==> config.mk <==
export PLATFORM = sky130hd
export DESIGN_NAME = sle_ctrl
export DESIGN_NICKNAME = d
export VERILOG_FILES = /design/src/rtl/sle_pkg.sv /design/src/rtl/sle_ctrl.sv
export SDC_FILE = /design/constraint.sdc
export NUM_CORES = 1
export LEC_CHECK = 0
export BUFFER_PORTS_ARGS = -buffer_cell sky130_fd_sc_hd__buf_4
export CAP_MARGIN = 40
export CORE_AREA = 2 2 39 41
export DETAILED_ROUTE_END_ITERATION = 8
export DIE_AREA = 0 0 41 43
export GPL_ROUTABILITY_DRIVEN = 0
export REMOVE_ABC_BUFFERS = 1
export SYNTH_ARGS = -nofsm -noshare
export SYNTH_HDL_FRONTEND = slang
export SYNTH_SLANG_ARGS = --single-unit
==> constraint.sdc <==
create_clock -name i_clk -period 1.1 [get_ports i_clk]
set_input_delay 0.22 -clock i_clk [delete_from_list [all_inputs] [get_ports i_clk]]
set_output_delay 0.22 -clock i_clk [all_outputs]
set_load 0.01 [all_outputs]
==> src/rtl/sle_pkg.sv <==
// sle_pkg: shared types, constants and the system color table for the sprite unit
// no dependencies; imported by every rtl module of the block
`default_nettype none

package sle_pkg;

    localparam int OBJECT_COUNT     = 64;
    localparam int SPRITES_PER_LINE = 8;
    localparam int PATTERN_BYTES    = 8192;

    localparam int OBJ_W  = $clog2(OBJECT_COUNT);
    localparam int SLOT_W = (SPRITES_PER_LINE > 1) ? $clog2(SPRITES_PER_LINE) : 1;
    localparam int CNT_W  = $clog2(SPRITES_PER_LINE + 1);
    localparam int PAT_AW = $clog2(PATTERN_BYTES);

    // item function codes
    typedef logic [2:0] t_func;
    localparam t_func FN_OAM_WR = 3'd0;
    localparam t_func FN_PAT_WR = 3'd1;
    localparam t_func FN_PAL_WR = 3'd2;
    localparam t_func FN_EVAL   = 3'd3;
    localparam t_func FN_PIXEL  = 3'd4;
    localparam t_func FN_CLEAR  = 3'd5;

    // configuration register indexes
    typedef logic [2:0] t_reg_idx;
    localparam t_reg_idx REG_TALL       = 3'd0;
    localparam t_reg_idx REG_TABLE_HIGH = 3'd1;
    localparam t_reg_idx REG_SHOW_LEFT  = 3'd2;
    localparam t_reg_idx REG_SHOW_BG    = 3'd3;
    localparam t_reg_idx REG_SHOW_SPR   = 3'd4;

    localparam logic [7:0] LAST_VISIBLE_TOP = 8'd239;
    localparam logic [9:0] PRE_RENDER_LINE  = 10'h3FF;
    localparam logic [7:0] LAST_COLUMN      = 8'd255;

    typedef struct packed {
        logic tall;
        logic table_high;
        logic show_left;
        logic show_bg;
        logic show_spr;
    } t_cfg;

    typedef struct packed {
        t_func       func;
        logic [12:0] address;
        logic [7:0]  data;
        logic [7:0]  pixel_x;
        logic [9:0]  line;
        logic [3:0]  bg_index;
    } t_item;

    typedef struct packed {
        logic load;
        logic exec;
        logic ev_rd;
        logic ev_take;
        logic px_next;
        logic px_rd_lo;
        logic px_rd_hi;
        logic px_eval;
        logic out_load;
    } t_cmd;

    typedef struct packed {
        t_func func;
        logic  ev_end;
        logic  px_none;
        logic  px_skip;
    } t_sts;

    typedef struct packed {
        logic        drawn;
        logic [5:0]  cidx;
        logic [23:0] rgb;
        logic        hit;
        logic [3:0]  count;
    } t_result;

    function automatic logic [23:0] sys_color(input logic [5:0] idx);
        logic [23:0] c;
        case (idx)
            6'd0:  c = 24'h7C7C7C; 6'd1:  c = 24'h0000FC; 6'd2:  c = 24'h0000BC;
            6'd3:  c = 24'h4428BC; 6'd4:  c = 24'h940084; 6'd5:  c = 24'hA80020;
            6'd6:  c = 24'hA81000; 6'd7:  c = 24'h881400; 6'd8:  c = 24'h503000;
            6'd9:  c = 24'h007800; 6'd10: c = 24'h006800; 6'd11: c = 24'h005800;
            6'd12: c = 24'h004058; 6'd16: c = 24'hBCBCBC; 6'd17: c = 24'h0078F8;
            6'd18: c = 24'h0058F8; 6'd19: c = 24'h6844FC; 6'd20: c = 24'hD800CC;
            6'd21: c = 24'hE40058; 6'd22: c = 24'hF83800; 6'd23: c = 24'hE45C10;
            6'd24: c = 24'hAC7C00; 6'd25: c = 24'h00B800; 6'd26: c = 24'h00A800;
            6'd27: c = 24'h00A844; 6'd28: c = 24'h008888; 6'd32: c = 24'hF8F8F8;
            6'd33: c = 24'h3CBCFC; 6'd34: c = 24'h6888FC; 6'd35: c = 24'h9878F8;
            6'd36: c = 24'hF878F8; 6'd37: c = 24'hF85898; 6'd38: c = 24'hF87858;
            6'd39: c = 24'hFCA044; 6'd40: c = 24'hF8B800; 6'd41: c = 24'hB8F818;
            6'd42: c = 24'h58D854; 6'd43: c = 24'h58F898; 6'd44: c = 24'h00E8D8;
            6'd45: c = 24'h787878; 6'd48: c = 24'hFCFCFC; 6'd49: c = 24'hA4E4FC;
            6'd50: c = 24'hB8B8F8; 6'd51: c = 24'hD8B8F8; 6'd52: c = 24'hF8B8F8;
            6'd53: c = 24'hF8A4C0; 6'd54: c = 24'hF0D0B0; 6'd55: c = 24'hFCE0A8;
            6'd56: c = 24'hF8D878; 6'd57: c = 24'hD8F878; 6'd58: c = 24'hB8F8B8;
            6'd59: c = 24'hB8F8D8; 6'd60: c = 24'h00FCFC; 6'd61: c = 24'hF8D8F8;
            default: c = 24'h000000;
        endcase
        return c;
    endfunction

endpackage

`default_nettype wire

==> src/rtl/sle_ctrl.sv <==
// sle_ctrl: sequencer of the sprite unit, issues datapath commands per item
// depends on sle_pkg
`default_nettype none

module sle_ctrl (
    input  wire            i_clk,
    input  wire            i_rst_n,
    input  wire            i_in_valid,
    output logic           o_in_ready,
    input  wire            i_out_free,
    input  sle_pkg::t_sts  i_sts,
    output sle_pkg::t_cmd  o_cmd
);
    import sle_pkg::*;

    typedef enum logic [2:0] {
        S_IDLE, S_DISP, S_EV_RD, S_EV_TAKE, S_PX_CHK, S_PX_HI, S_PX_RES, S_DONE
    } t_state;

    t_state r_state, n_state;
    t_cmd   cmd;

    always_comb begin
        n_state = r_state;
        cmd     = '0;
        unique case (r_state)
            S_IDLE: begin
                if (i_in_valid) begin
                    cmd.load = 1'b1;
                    n_state  = S_DISP;
                end
            end
            S_DISP: begin
                unique case (i_sts.func) inside
                    FN_EVAL:  n_state = S_EV_RD;
                    FN_PIXEL: n_state = S_PX_CHK;
                    default: begin
                        cmd.exec = 1'b1;
                        n_state  = S_DONE;
                    end
                endcase
            end
            S_EV_RD: begin
                cmd.ev_rd = 1'b1;
                n_state   = S_EV_TAKE;
            end
            S_EV_TAKE: begin
                cmd.ev_take = 1'b1;
                n_state     = i_sts.ev_end ? S_DONE : S_EV_RD;
            end
            S_PX_CHK: begin
                if (i_sts.px_none) begin
                    n_state = S_DONE;
                end else if (i_sts.px_skip) begin
                    cmd.px_next = 1'b1;
                end else begin
                    cmd.px_rd_lo = 1'b1;
                    n_state      = S_PX_HI;
                end
            end
            S_PX_HI: begin
                cmd.px_rd_hi = 1'b1;
                n_state      = S_PX_RES;
            end
            S_PX_RES: begin
                cmd.px_eval = 1'b1;
                n_state     = S_PX_CHK;
            end
            S_DONE: begin
                if (i_out_free) begin
                    cmd.out_load = 1'b1;
                    n_state      = S_IDLE;
                end
            end
            default: n_state = S_IDLE;
        endcase
    end

    always_ff @(posedge i_clk) begin
        if (!i_rst_n) begin
            r_state <= S_IDLE;
        end else begin
            r_state <= n_state;
        end
    end

    assign o_in_ready = (r_state == S_IDLE);
    assign o_cmd      = cmd;

endmodule

`default_nettype wire

# After elaboration in Yosys (flattened, before gate mapping)
# Index checks and enable logic that the tools add are counted.
# word_totals
regBits,3
inputBits,10
output_inout_bits,10
wordCells,37
# op_classes
eq_ne,12
muxes,21
n_reduce_logical,3
# op_table
operator,count
3-bit one-hot mux with 8 select lines,1
3-bit == test (second input constant),5
3-bit two-way mux,5
1-bit two-way mux,12
3-bit by 2-bit == test with 1-bit output (second input constant),3
3-bit one-hot mux with 2 select lines,1
2-bit two-way mux,2
2-bit != test (second input constant),2
3-bit by 1-bit == test with 1-bit output (second input constant),1
3-bit logical NOT,1
3-bit != test (second input constant),1
3-bit AND reduction,1
2-bit OR reduction,1

# Logic depth before layout (Yosys ltp)
# Gate-level depths: netlist of the first run.
# depth
ltp_word,4
ltp_mapped,4
ltp_nobuf,3

# Worst setup path before layout of the first run
# No wires, ideal clock.
# synth_timing
path_type,register to output
from,reg r_state[0]
to,out o_cmd[3] in the netlist's numbering
arrival_time_ns,1.038
t_required_ns,0.880
path_slack_ns,-0.158
path_stages_with_launch,4
n_path_buf,1
cell_sequence,dfxtp_1 -> buf_6 -> nor2_1 -> nor4b_1
# synth_rtl
item,line_no,rtl
from (decl),sle_ctrl.sv:20,"t_state r_state, n_state;"
from (signal assigned),sle_ctrl.sv:83,r_state <= n_state;
to (decl),sle_ctrl.sv:12,output sle_pkg::t_cmd o_cmd

==> metrics, run 1 <==
sequential fraction of the synthesis area 19.4%; Area Overhead vs Synth 123%; kind of critical path reg2out; Layout Nets 89; Critical Path Most Common Cell buf_6; CTS Sinks 3; RSZ-0062 raised after global routing yes; first-pass GRT wire length 1520 um; Final Setup Violations 11; Setup WS post-layout -0.273 ns; Final period util 125%; DRC violations left 0; Finished Core Util 50.1%; Die Y ~43 um; crit end category output pin; Leak about 0.34 nW; drt total wl ~1100 um; Post-DP HPWL just under 700 um; Worst Hold Class in2reg; worst-path fanout max 6; Cells after Synth 40; synth warn 0; antenna violations before repair 0; pre-CTS WS -0.187 ns; share of cells above drive strength 1 between 70% and 80%; slowest CP cell dfxtp_4; biggest regs r_state (3); via count between 400 and 500; Psw ~0.56 mW; worst-case clock buffer depth 2; per-cell routed wire length around 11 um; crit path time final around 1.4 ns; Final ANT Viol Nets 0; Pins Over Slew Limit 0; largest net degree at the start of global routing 8; setup TNS -2.29 ns; final hold violations 0; critical path data arrival time between 1 and 1.5 ns; Die Area approximately 0.0018 sq mm; non-filler instance count after layout between 90 and 100; worst clock skew 0.000102 ns; Sw Share a little under two fifths; Inserted Clock Buffers 3; Worst Tran Pin Value approximately 0.24 ns; Initial Utilization 22.4%; failing checks negative setup slack; number of global-route vias before repair 406; critical-path cell list buf_6, nor3_4, and2_4, buf_6; cts hold-fix bufs 0; Worst R2R Start r_state[1]; WHS roughly 0.27 ns; Worst Hold Launch i_rst_n; Ant. Diodes 0; PwrDens roughly 2200 mW/mm^2; fmax approximately 730 MHz; Post-Syn Area roughly 310 sq um; overall power roughly 1.5 mW; Placed Area about 550 sq um; maxcap violations 0; status finished with violations; Placed Cells 86; port buffer count 19; Top-Level Pins 20; synth unique cells 26; Core ar. roughly 0.0014 sq mm; post-layout instance area 693 sq um; clock power share around 13%; largest register by flop count r_state; CP startpoint kind flip-flop; Crit path required time ~0.88 ns; Internal a little under 1 mW; chip width 41 um; row count 14; GRT Total Usage 12.8%; Avg Cell Area, Syn ~7.8 sq um; worst path bufs/invs 2; number of synthesized register bits 3; Max IR drop VDD about 1.3 mV; crit path from r_state[2]; gr ovfl total 0; Reg clk slew, reported paths 0.04 ns; crit-path max cell delay 0.36 ns; H-tree lvl count 1; DRC marker count from the first detailed-route iteration 4; CTS tree yes; cell family with most CP delay flip-flops; Root Buffer clkbuf_4; first drt pass iteration count 4; sequential group share of total power between 10% and 20%; Gate power share approximately 69%; vias per cell 4.55; Slew HR a little over four fifths; number of flip-flops in the largest register 3; worst-skew pair later-pin latency approximately 0.23 ns
cell usage in the layout, fill, tap and decap left out, types with 2 or more instances in the layout:
master	instances
a21oi_1	2
buf_4	34
buf_6	3
clkbuf_4	3
dfxtp_4	3
inv_1	4
nand2_1	2
nor2_1	2
or2b_1	2
cells in the mapped netlist (all sizes together):
cell type | number | area (sq um)
inv | 4 | 15.0
a21oi | 3 | 15.0
buf | 3 | 30.0
dfxtp | 3 | 60.1
nand2 | 3 | 11.3
nor2 | 3 | 11.3
nand3 | 2 | 10.0
nor3b | 2 | 20.0
or2b | 2 | 15.0
a21o | 1 | 7.51
a221oi | 1 | 15.0
and2 | 1 | 6.26
and3 | 1 | 6.26
and4 | 1 | 10.0
and4b | 1 | 10.0
nand3b | 1 | 7.51
nor2b | 1 | 8.76
nor3 | 1 | 5.00
nor4b | 1 | 8.76
o21ai | 1 | 5.00
o221ai | 1 | 8.76
o22ai | 1 | 6.26
o41ai | 1 | 8.76
or3b | 1 | 8.76
per-layer routing:
metal	GRT usage [%]	routed length [um]	vias up
met1	14.5	413	200
met4	9.33	0	0
li1	-	-	221
met5	0	0	-
met2	20.0	592	7
met3	2.09	44	0
path summary, 6_finish.rpt:
| kind | to | slack [ns] | cells past startpoint |
|---|---|---|---|
| hold / removal | r_state[1] | 0.27 | 3 |
| hold reg to reg | r_state[1] | 0.63 | 2 |
| setup / recovery | o_cmd[8] | -0.27 | 4 |
| setup reg to reg | r_state[0] | -0.07 | 4 |
area by class of cell:
type	count	area (sq um)
timing repair buffer	37	289
sequential	3	71.3
fill	127	691
tap	16	20.0
inverter	4	15.0
clock buffer	4	26.3
multi-input combinational	30	272
power groups by stage:
stage / clock network [mW] / registers (mW) / logic (mW)
after detailed placement: 0 / 0.217 / 0.761
after floorplan: 0 / 0.233 / 0.309
final: 0.193 / 0.282 / 1.05
after CTS: 0.208 / 0.250 / 0.893
after global placement: 0 / 0.218 / 0.754
after global routing: 0.213 / 0.292 / 1.13
worst register-to-register path, stage by stage (launching register included):
cell and delay, ns:
dfxtp_4 0.38, nor3b_4 0.24, nand3_2 0.10, buf_4 0.14
a221oi_2 0.22
cell families (layout without fill, tap and decap cells):
family	after synthesis	after routing	synth area share (%)
flip-flops	3	3	19.4
AND/OR/NAND/NOR	21	21	44.8
AO/OA/AOI/OAI	9	9	21.4
buffers and inverters	7	45	14.5
repair_timing:
item / 4_1_cts / 5_1_grt
endpoints found under the setup margin: 12 / 13
hold endpoints to repair: 0 / 0
resized for setup: 11 / 11
pin swaps: 3 / 5
buffers inserted: 2 / 2
Power figures use the tool's default switching activity.
==> run 2, diff against run 1 <==
--- a/config.mk
+++ b/config.mk
@@ -5,6 +5,7 @@
 export SDC_FILE = /design/constraint.sdc
 export NUM_CORES = 1
 export LEC_CHECK = 0
+export ABC_AREA = 1
 export BUFFER_PORTS_ARGS = -buffer_cell sky130_fd_sc_hd__buf_4
 export CAP_MARGIN = 40
 export CORE_AREA = 2 2 39 41
==> run 2 against run 1 <==
  * The run still ends with negative setup slack left
  * Core utilization increased by 1.2 points
  * Maximum frequency increased by 5.0%
  * First-iteration DRC count decreased by 25%
  * Via count increased by 10%
  * Critical endpoint is now o_cmd[3]
  * Highest routed layer unchanged
  * Sequential power increased by 2%
  * Cell count increased by 12%
  * Sequential share of layout area decreased by 0.24 points
  * Sequential cell count unchanged
  * Cell area increased by 2.3%
  * Die area unchanged
  * Largest power group unchanged
  * Hold slack got worse by 0.015 ns
==> metrics, run 2 <==
status finished with violations (unchanged); failing checks negative setup slack (unchanged); vias per cell 4.49 (was 4.55); number of synthesized register bits 3 (unchanged); post-synthesis async set-or-reset flop share 0% (unchanged); number of global-route vias before repair 424 (was 406); Area Overhead vs Synth 95.5% (was 123%); biggest regs r_state (3) (unchanged); Top-Level Pins 20 (unchanged); post-synth top area share 16.6% (was 19.4%); Die Y 43 um (unchanged); Ant. Diodes 0 (unchanged); commonest cells in the netlist inv_1, nand2_1, nor2_1 (was inv_1, a21oi_1, dfxtp_1, nand2_1, nor2_1); drt total wl 970 um (was 1050 um); largest net degree at the start of global routing 7 (was 8); R2R Setup Slk -0.03 ns (was -0.07 ns); crit-path max cell delay 0.36 ns (about the same); GR peak layer met2 (unchanged); Layout Nets 100 (was 89); Post-synth top flop dfxtp_1 (unchanged); CTS tree yes (unchanged); overall power 1.63 mW (was 1.53 mW); worst clock skew 0.000645 ns (was 0.000102 ns); Crit path required time 0.88 ns (about the same); Post-Syn Area 363 sq um (was 310 sq um); Inserted Clock Buffers 3 (unchanged); CTS Sinks 3 (unchanged); Setup WS post-layout -0.207 ns (was -0.273 ns); Leak 0.350 nW (was 0.340 nW); cts hold-fix bufs 0 (unchanged); DRC violations left 0 (unchanged); Post-DP HPWL 700 um (was 689 um); crit end category output pin (unchanged); Hold Crit Depth 3 (unchanged); final hold violations 0 (unchanged); pre-CTS WS -0.0632 ns (was -0.187 ns); Initial Utilization 26.2% (was 22.4%); synth warn 0 (unchanged); GR Util met3 0% (was 2.09%); CP startpoint kind flip-flop (unchanged); synth unique cells 20 (was 26); first drt pass iteration count 4 (unchanged); Finished Core Util 51.3% (was 50.1%); Worst Hold End r_state[1] (unchanged); Max IR drop VDD 1.14 mV (was 1.28 mV); worst path bufs/invs 1 (was 2); Avg Cell Area, Syn 6.26 sq um (was 7.76 sq um); Worst Hold Launch i_rst_n (unchanged); WHS 0.251 ns (was 0.267 ns); Final Setup Violations 11 (unchanged); Worst Tran Pin Value 0.170 ns (was 0.238 ns); H-tree lvl count 1 (unchanged); PwrDens 2300 mW/mm^2 (was 2200 mW/mm^2); Worst Hold Class in2reg (unchanged); share of cells above drive strength 1 69.7% (was 73.1%); sequential fraction of the synthesis area 16.6% (was 19.4%); crit path time final 1.31 ns (was 1.37 ns); worst-path fanout max 5 (was 6); fmax 765 MHz (was 728 MHz); worst-case clock buffer depth 2 (unchanged); critical-path cell list nor2_4, nand2_1, nor3_2, buf_4 (was buf_6, nor3_4, and2_4, buf_6); Die Area 0.00176 sq mm (unchanged); number of synthesized flops with an enable pin 0 (unchanged); Final ANT Viol Nets 0 (unchanged); Root Buffer clkbuf_4 (unchanged); Final period util 119% (was 125%); row count 14 (unchanged); Worst R2R Start r_state[0] (was r_state[1]); antenna violations before repair 0 (unchanged); Pins Over Slew Limit 0 (unchanged); commonest non-fill, non-tap cell in the layout buf_4 (unchanged); Area contributors post-synth dfxtp_1, nor2_4, nand3_1, inv_1, nand2_1 (was dfxtp_1, buf_6, a21oi_1, a221oi_2, inv_1); area leader, netlist dfxtp_1 (unchanged); cell family with most CP delay flip-flops (unchanged); DRC marker count from the first detailed-route iteration 3 (was 4); setup TNS -1.56 ns (was -2.29 ns); first-pass GRT wire length 1620 um (was 1520 um); chip width 41 um (unchanged); worst-skew pair later-pin latency 0.23 ns (about the same); GRT Total Usage 12.9% (was 12.8%); met1 GRT Util 16.3% (was 14.5%); Core ar. 0.00138 sq mm (unchanged); GR Layer Usage met2 22.5% (was 20.0%); RSZ-0062 raised after global routing yes (unchanged); Slew HR 88.7% (was 83.9%); number of flip-flops in the largest register 3 (unchanged); per-cell routed wire length 9.24 um (was 11.2 um); critical path data arrival time 1.09 ns (was 1.15 ns); R2R depth 7 (was 4); Cells after Synth 58 (was 40); Worst R2R End r_state[0] (unchanged); gr ovfl total 0 (unchanged); Reg clk slew, reported paths 0.04 ns (about the same); kind of critical path reg2out (unchanged); slowest CP cell dfxtp_4 (unchanged); via count 471 (was 428); largest register by flop count r_state (unchanged); port buffer count 19 (unchanged); maxcap violations 0 (unchanged); leading cell types in the layout, fill and taps excluded buf_4, nand2_1, nor2_1, buf_6, inv_1 (was buf_4, inv_1, clkbuf_4, buf_6, dfxtp_4)
==> run 2: cell types whose count changed in the layout (fill, tap and decap cells not counted), sizes merged, moves of 2 or more <==
cell,change
inv,+6
nor3,+4
or2b,-2
nor3b,-2
nor2,+10
buf,-8
nand2,+8
nand3,+6
==> run 2: logic make-up (layout without fill, tap and decap cells) <==
family / after synthesis / count (layout) / synth area share, %
AND/OR/NAND/NOR: 38 / 38 / 60.0
buffers and inverters: 13 / 44 / 16.9
AO/OA/AOI/OAI: 4 / 4 / 6.55
flip-flops: 3 / 3 / 16.6
==> run 2: stage by stage <==
step           area, sq um  std cells
2_1_floorplan          344         56
3_3_place_gp           544         96
3_5_place_dp           544         96
4_1_cts                653        102
5_1_grt                709        105
6_report               709        105
==> run 2: power breakdown <==
group	switching (mW)	internal [mW]	leakage, nW
Clock	0.0535	0.136	0.0150
Combinational	0.569	0.590	0.308
Sequential	0.105	0.182	0.0267
Total	0.728	0.907	0.350
==> run 2: what timing repair did <==
action | CTS | global route
setup endpoints to repair | 12 | 13
buffers inserted | 2 | 3
gates resized for setup | 19 | 13
pin swaps | 4 | 4
==> run 2: area by class of cell <==
type,instances,area (sq um)
fillers,155,674
multi-input cells,42,295
repair buffers,29,244
flip-flops and latches,3,71.3
inverters,11,52.6
clock buffers,4,26.3
well taps,16,20.0
==> run 2: layer usage <==
layer  part of all wire [%]  vias to the layer above
met3                    6.2                        0
li1                       -                      244
met4                      0                        0
met2                     55                       14
met1                     39                      213
met5                      0                        -
==> run 2: how the worst max path moves through the flow <==
stage	start	end	slack, ns	cells after the start
3_5_place_dp	r_state[0]	r_state[2]	-0.06	6
5_1_grt	r_state[0]	o_cmd[4]	-0.27	4
4_1_cts	r_state[1]	o_cmd[3]	-0.22	4
2_1_floorplan	r_state[2]	o_cmd[0]	-0.12	2
3_3_place_gp	r_state[0]	o_cmd[8]	-0.05	4
6_report	r_state[0]	o_cmd[3]	-0.21	4
==> run 2: worst register-to-register path, delay by kind of cell (launching register included) <==
| kind | cells | cell delay [ns] |
|---|---|---|
| and+or+nand+nor | 4 | 0.30 |
| AOI/OAI and AO/OA | 1 | 0.08 |
| buffers and inverters | 2 | 0.26 |
| DFF | 1 | 0.38 |
